[config.mk]
export PLATFORM = sky130hd
export DESIGN_NAME = ptts_update
export DESIGN_NICKNAME = d
export VERILOG_FILES = /design/src/rtl/core/ptts_pkg.sv /design/src/rtl/core/ptts_update.sv
export SDC_FILE = /design/constraint.sdc
export NUM_CORES = 1
export LEC_CHECK = 0
export BUFFER_PORTS_ARGS = -buffer_cell sky130_fd_sc_hd__buf_2
export CORE_AREA = 10 10 213 215
export DETAILED_ROUTE_END_ITERATION = 6
export DIE_AREA = 0 0 223 225
export MAX_ROUTING_LAYER = met4
export PLACE_DENSITY = 0.47
export SYNTH_ARGS = -nofsm -noshare
export SYNTH_HDL_FRONTEND = slang
export SYNTH_SLANG_ARGS = --single-unit
export TNS_END_PERCENT = 100
[constraint.sdc]
create_clock -name vclk -period 12.44
set_input_delay 2.488 -clock vclk [all_inputs]
set_output_delay 2.488 -clock vclk [all_outputs]
set_load 0.1 [all_outputs]
[src/rtl/core/ptts_pkg.sv]
// ----------------------------------------------------------------------------
// ptts_pkg
// shared types, widths and helpers of the per-symbol trade tick statistics
// ----------------------------------------------------------------------------
package ptts_pkg;

   localparam int SYM_W               = 6;
   localparam int PRICE_W             = 32;
   localparam int SIZE_W              = 24;
   localparam int VOL_W               = 48;
   localparam int CNT_W               = 32;
   localparam int CFG_W               = 7;
   localparam int REQ_W               = 64;
   localparam int REQ_USER_W          = 2;
   localparam int RSP_W               = 200;
   localparam int DEFAULT_NUM_SYMBOLS = 64;

   localparam logic [CFG_W-1:0] SYMBOLS_IN_USE_RESET = CFG_W'(64);

   localparam logic CMD_TRADE  = 1'b0;
   localparam logic CMD_REPORT = 1'b1;

   localparam int USER_CMD_BIT  = 0;
   localparam int USER_SKIP_BIT = 1;

   typedef struct packed {
      logic [VOL_W-1:0]   volume;
      logic [VOL_W-1:0]   tick_volume;
      logic [CNT_W-1:0]   trade_count;
      logic [CNT_W-1:0]   tick_count;
      logic [CNT_W-1:0]   reversals;
      logic [PRICE_W-1:0] last_price;
      logic [PRICE_W-1:0] prior_price;
      logic               down;
   } entry_type;

   typedef struct packed {
      logic             en;
      logic [SYM_W-1:0] addr;
      entry_type        data;
   } wr_type;

   function automatic logic [VOL_W-1:0] sat_add_vol(input logic [VOL_W-1:0] a,
                                                    input logic [SIZE_W-1:0] b);
      logic [VOL_W:0] s;
      s = {1'b0, a} + (VOL_W+1)'(b);
      return s[VOL_W] ? {VOL_W{1'b1}} : s[VOL_W-1:0];
   endfunction

   function automatic logic [CNT_W-1:0] sat_inc_cnt(input logic [CNT_W-1:0] a);
      return (a == {CNT_W{1'b1}}) ? a : a + CNT_W'(1);
   endfunction

endpackage

[src/rtl/core/ptts_update.sv]
// ----------------------------------------------------------------------------
// ptts_update
// read-modify-write update of one table entry for a trade
// ----------------------------------------------------------------------------
module ptts_update (
   input  ptts_pkg::entry_type            cur,
   input  logic [ptts_pkg::PRICE_W-1:0]   price,
   input  logic [ptts_pkg::SIZE_W-1:0]    size,
   output ptts_pkg::entry_type            nxt
);
   import ptts_pkg::*;

   logic             first;
   logic             tick;
   logic             down;
   logic [CNT_W-1:0] trade_cnt;
   logic [CNT_W-1:0] tick_cnt;

   always_comb begin
      nxt             = cur;
      trade_cnt       = sat_inc_cnt(cur.trade_count);
      first           = (trade_cnt == CNT_W'(1));
      tick            = first || (price != cur.last_price);
      tick_cnt        = tick ? sat_inc_cnt(cur.tick_count) : cur.tick_count;
      nxt.volume      = sat_add_vol(cur.volume, size);
      nxt.trade_count = trade_cnt;
      nxt.tick_count  = tick_cnt;
      if (tick) begin
         nxt.tick_volume = sat_add_vol(cur.tick_volume, size);
         nxt.last_price  = price;
      end
      if (tick && !first) begin
         nxt.prior_price = cur.last_price;
      end
      down = nxt.last_price < nxt.prior_price;
      if (tick_cnt == CNT_W'(2)) begin
         nxt.down = down;
      end else if (tick_cnt > CNT_W'(2) && cur.down != down) begin
         nxt.down      = down;
         nxt.reversals = sat_inc_cnt(cur.reversals);
      end
   end

endmodule

==> impl_metrics.yaml, run 1 <==
synthesis:
  area_share_of_xor_xnor_cells_in_the_synthesized_design_pct: 17.40
  synth_top_family_by_area: "simple AND/OR/NAND/NOR gates"
  netlist_area_mm2: 0.008458
  post_synth_inst_count: 1309
  yosys.area.top_type: "ha_1"
  synth_top_cells_by_area: "ha_1 (12%), xnor2_1 (9.0%), xor2_1 (8.4%), nand2_1 (6.8%), a21oi_1 (4.6%)"
  post_synthesis_net_count: 1706
  synth_compound_area_share_pct: 20.33
  post_synth_mux_area_share_pct: 5.680
  synthesis.yosys.warnings: 0
  synth.top_cell.area_share_pct: 12.13
  synth_simple_gate_area_share_pct: 37.43
  ys_seq_area_share_pct: 0
  ys_types: 69
  post_synth.cell_area_avg_um2: 6.462
  synthAdderAreaFrac_pct: 12.60
  yosys.cell_count.top_type: "nand2_1"
  cell_types_with_the_highest_counts_after_synthesis: "nand2_1 (153), xnor2_1 (87), ha_1 (82)"
placement:
  dp_worst_slack_ps: 200.5
  place.gp.congestion: 0.9616
  placed_cell_area_mm2: 0.01268
  post-place-cells: 2359
  portBuffers: 570
  dp.final_hpwl_um: 47620
timing:
  report.final.hold_viol_count: 0
  final_period_minus_worst_setup_slack_ps: 11900
  setup_slack_ps: 542.1
  max_freq_mhz: 84.05
  rsz0062_at_grt: "no"
  final_min_period_over_clock_period_pct: 95.64
  finalMaxSlewViolations: 0
  timing_worst_slew_pin_value_ps: 1141
  setup_viol: 0
  relSlewSlack_pct: 23.65
final_layout:
  stdcell_count: 2376
  multi_input_area_mm2: 0.008288
  regArea_um2: 0
  final_net_count: 2219
  layout.filler_cells: 4615
  design_area_mm2: 0.01274
  synthToLayoutAreaGrowth_pct: 50.62
  clock_buffer_count: 0
  seq_cell_count: 0
  final_layout_size_suffix_gt1_share_pct: 36.43
worst_hold_path:
  worstHoldStart: "cur[88]"
  timing.hold.worst.class: "primary input to output port"
  endpoint_of_the_worst_hold_path: "nxt[88]"
  worst_hold_path.num_cells: 3
grt:
  grt_antenna_before_repair: 22
  overflow: 0
  top_usage_layer: "met2"
  gr-usage-met3_pct: 5.447
  grt_use_met1_pct: 24.54
  grt_usage_pct: 20.12
  number_of_global_route_vias_before_repair: 11980
  grt_start_max_net_pins: 32
  grt_pass1_wl_um: 76780
  grt_use_met2_pct: 33.77
power:
  vdd_ir_drop_max_uv: 48.41
  power_leakage_nw: 6.199
  power_mw: 1.010
  p_per_area_mw_per_mm2: 79.27
die:
  site_rows: 75
  die_width_um: 223
  floorplan.io_pins: 570
  floorplan.die.height_um: 225
  coreArea_mm2: 0.04138
  design.die.area_mm2: 0.05018
  initial_util_pct: 20.44
worst_setup_path:
  cp-start-kind: "primary input"
  worst_ep_required_time_ps: 9950
  end_kind: "output port"
  critPathKind: "primary input to output port"
  cp_data_arrival_time_ps: 9410
  timing.critical_path.fanout_max: 11
detailed_routing:
  first_iter_violations: 899
  drt_first_pass_iters: 5
  average_detailed_routed_wire_length_per_instance_um: 22.35
  wirelength_um: 53100
  route.antenna.remaining_nets: 0
  route.detailed.drc: 0
  via_count: 11970
  route.detailed.vias_per_inst: 5.038
outcome:
  outcome: "finished, final reports clean"
flow_run:
  max_cap_violations: 0
clock_network:
  holdBufCountCts: 0
==> where the power goes <==
group / total, mW / internal [mW] / switching [mW]
sequential: 0 / 0 / 0
combinational: 1.01 / 0.223 / 0.787
clock: 0.000000138 / 0.000000138 / 0
==> worst max-delay path, stage by stage <==
cell and delay (ps):
buf_2 150, nand4_1 190, or4_4 620, or3_1 430
or4b_4 540, a2111oi_4 370, nand4b_2 230, nor3_2 200
or2_4 270, buf_4 180, mux2i_1 250, ha_1 280
a21o_1 170, a21o_1 170, a21o_1 170, a21o_1 170
a21o_1 170, a21o_1 160, a21o_1 220, a2111oi_1 340
a21o_1 310, xnor2_1 150, nor3b_1 230, buf_4 230
nand4_1 230, xnor2_4 270, buf_12 200
==> through the flow <==
stage / utilization (%) / TNS [ps] / hold slack, ps
global route: 30.78 / 0 / 5349
floorplan: - / -68.03 / 5198
CTS: 30.64 / 0 / 5343
global placement: 30.64 / 0 / 5342
finish: 30.78 / 0 / 5339
detailed placement: 30.64 / 0 / 5343
==> worst max path at each step <==
stage	startpoint	endpoint	slack, ps	depth (start not counted)
2_1_floorplan	cur[132]	nxt[87]	-70	28
3_3_place_gp	cur[135]	nxt[83]	360	27
3_5_place_dp	cur[135]	nxt[85]	200	27
4_1_cts	cur[135]	nxt[85]	190	27
5_1_grt	cur[132]	nxt[81]	20	27
6_report	cur[135]	nxt[85]	540	27
==> final cells by class <==
type / instances / area share (%)
inverters: 64 / 1.886
repair buffers: 589 / 27.43
diodes: 17 / 0.3339
multi-input cells: 1167 / 65.06
well taps: 539 / 5.294
==> placed cells by master, fill, tap and decap left out, drive strengths merged, types with 5 or more instances in the layout <==
cell type  count
buf          589
nand2        153
xnor2         87
ha            82
xor2          81
nor2          80
a21oi         77
nand3         76
inv           63
and3          56
nand4         52
o21ai         52
nor4          34
nor3          34
mux2i         33
a21o          32
or3           22
a31oi         21
and2          18
diode         17
and4          15
nand2b        15
or2           15
nor2b         14
mux2          13
o31ai         11
o21a           7
o31a           6
or4            6
a211oi         5
nor4b          5
a2111oi        5
==> layer usage <==
layer / up-vias / wire (um)
li1: 5825 / -
met1: 5643 / 23170
met2: 470 / 25470
met3: 33 / 4036
met4: 0 / 425
met5: - / 0
==> logic make-up after synthesis <==
| logic type | count (synthesis) |
|---|---|
| buffers and inverters | 142 |
| AOI/OAI and AO/OA | 263 |
| and+or+nand+nor | 606 |
| adders and majority gates | 84 |
| muxes | 46 |
| xor gates and xnor gates | 168 |
==> timing repair <==
| item | CTS | global route |
|---|---|---|
| endpoints found under the setup margin | 0 | 32 |
| setup buffers | 0 | 0 |
| gates resized for setup | 0 | 5 |
Note: power is estimated with default switching activity, not from simulation.
==> run 2, diff against run 1 <==
- CORE_AREA: 10 10 213 215 -> 10 10 215 217
- DIE_AREA: 0 0 223 225 -> 0 0 225 227
==> impl_metrics.yaml, run 2 (same netlist as run 1, synthesis figures left out) <==
power:
  power.clock.fraction_pct: 0
  internal-power_mw: 0.2223
  vdd_ir_drop_max_uv: 43.97
  power_leakage_nw: 6.218
  netSwitchingPower_mw: 0.7894
  power_mw: 1.012
  share_seq_of_total_power_pct: 0
  p_per_area_mw_per_mm2: 79.36
  power.share.switching_pct: 78.03
  power.combinational.fraction_pct: 100.0
worst_setup_path:
  worst_ep_required_time_ps: 9950
  end_kind: "output port"
  cp_data_arrival_time_ps: 9300
  critPathKind: "primary input to output port"
  timing.critical_path.fanout_max: 16
  cp-start-kind: "primary input"
final_layout:
  clock_buffer_count: 0
  stdcell_count: 2377
  synthToLayoutAreaGrowth_pct: 50.73
  final_net_count: 2223
  mostFrequentLayoutCell: "buf_2"
  mostFrequentLayoutCells: "buf_2 (537), nand2_1 (153), ha_1 (82)"
  regArea_um2: 0
  seq_cell_count: 0
  layout.filler_cells: 4718
  final_layout_size_suffix_gt1_share_pct: 36.46
  layout.core_utilization_pct: 30.53
grt:
  grt_use_met1_pct: 23.64
  grt_use_met2_pct: 33.71
  number_of_global_route_vias_before_repair: 12250
  grt_antenna_before_repair: 18
  grt_usage_pct: 20.04
  grt_start_max_net_pins: 43
  grt_pass1_wl_um: 77400
  top_usage_layer: "met2"
  gr-usage-met3_pct: 5.109
  overflow: 0
die:
  floorplan.io_pins: 570
  design.die.area_mm2: 0.05108
  die_width_um: 225
  initial_util_pct: 20.25
  coreArea_mm2: 0.04176
  floorplan.die.height_um: 227
  site_rows: 75
worst_hold_path:
  endpoint_of_the_worst_hold_path: "nxt[88]"
  timing.hold.worst.class: "primary input to output port"
  worst_hold_path.num_cells: 3
  worstHoldStart: "cur[88]"
timing:
  max_freq_mhz: 84.81
  setup_viol: 0
  rsz0062_at_grt: "no"
  setup-tns-final_ps: 0
  timing_worst_slew_pin_value_ps: 1190
  finalMaxSlewViolations: 0
  final_min_period_over_clock_period_pct: 94.78
  final_period_minus_worst_setup_slack_ps: 11790
  report.final.hold_viol_count: 0
  relSlewSlack_pct: 20.37
detailed_routing:
  wirelength_um: 53580
  route.antenna.remaining_nets: 0
  via_count: 11990
  first_iter_violations: 707
  route.detailed.drc: 0
  route.detailed.vias_per_inst: 5.045
  drt_first_pass_iters: 5
  average_detailed_routed_wire_length_per_instance_um: 22.54
outcome:
  outcome: "finished, final reports clean"
clock_network:
  holdBufCountCts: 0
placement:
  portBuffers: 570
  place.gp.congestion: 1.043
  dp.final_hpwl_um: 48210
  post-place-cells: 2358
flow_run:
  max_cap_violations: 0
## run 2: stage by stage
step	setup WS (ps)	cell area, um^2	hold WS (ps)
6_report	648.9	12750	5339
4_1_cts	455.1	12670	5343
2_1_floorplan	-68.03	8822	5198
3_3_place_gp	518.9	12670	5339
3_5_place_dp	466.9	12670	5342
5_1_grt	108.2	12750	5351
## run 2: per-layer routing
| layer | up-vias | routed length (um) |
|---|---|---|
| met5 | - | 0 |
| met4 | 0 | 1074 |
| met3 | 44 | 4423 |
| met2 | 484 | 25770 |
| met1 | 5643 | 22310 |
| li1 | 5822 | - |
## run 2: repair_timing
action | in CTS | in global routing
setup buffers | 0 | 5
endpoints found under the setup margin | 0 | 24
gates resized for setup | 0 | 1
## run 2: layout make-up
class / instances / area [um^2] / area share, %
multi-input cells: 1167 / 8278 / 64.93
repair buffers: 593 / 3521 / 27.62
well taps: 539 / 674.4 / 5.290
inverters: 64 / 240.2 / 1.884
diodes: 14 / 35.03 / 0.2748
## run 2: worst max-delay path: stages
cell	delay, ps
buf_2	170
nand3_1	180
or4_1	540
or3_1	430
or4b_4	550
a2111oi_4	360
nand4b_2	230
nor3_1	270
or2_4	280
buf_4	250
mux2i_1	310
ha_1	290
a21o_1	160
a21o_1	170
a21o_1	170
a21oi_1	140
nor2b_1	50
o21ai_0	160
nand2_1	80
a2111oi_0	390
a21o_1	270
xnor2_1	110
buf_4	210
nor2_1	300
and2_4	230
mux2_4	320
buf_12	160
## run 2: power by group through the flow
stage / Sequential (mW) / Combinational [mW] / Clock, mW
after floorplan: 0 / 0.754 / 0
after global routing: 0 / 1.06 / 0.000000151
final: 0 / 1.01 / 0.000000151
after detailed placement: 0 / 1.01 / 0
after CTS: 0 / 1.01 / 0
after global placement: 0 / 1.01 / 0
## run 2: how the worst max path moves through the flow
stage,startpoint,end,slack [ps],cells past startpoint
2_1_floorplan,cur[132],nxt[87],-70,28
3_3_place_gp,cur[135],nxt[66],520,28
3_5_place_dp,cur[131],nxt[66],470,28
4_1_cts,cur[131],nxt[66],460,27
5_1_grt,cur[131],nxt[74],110,28
6_report,cur[131],nxt[66],650,27
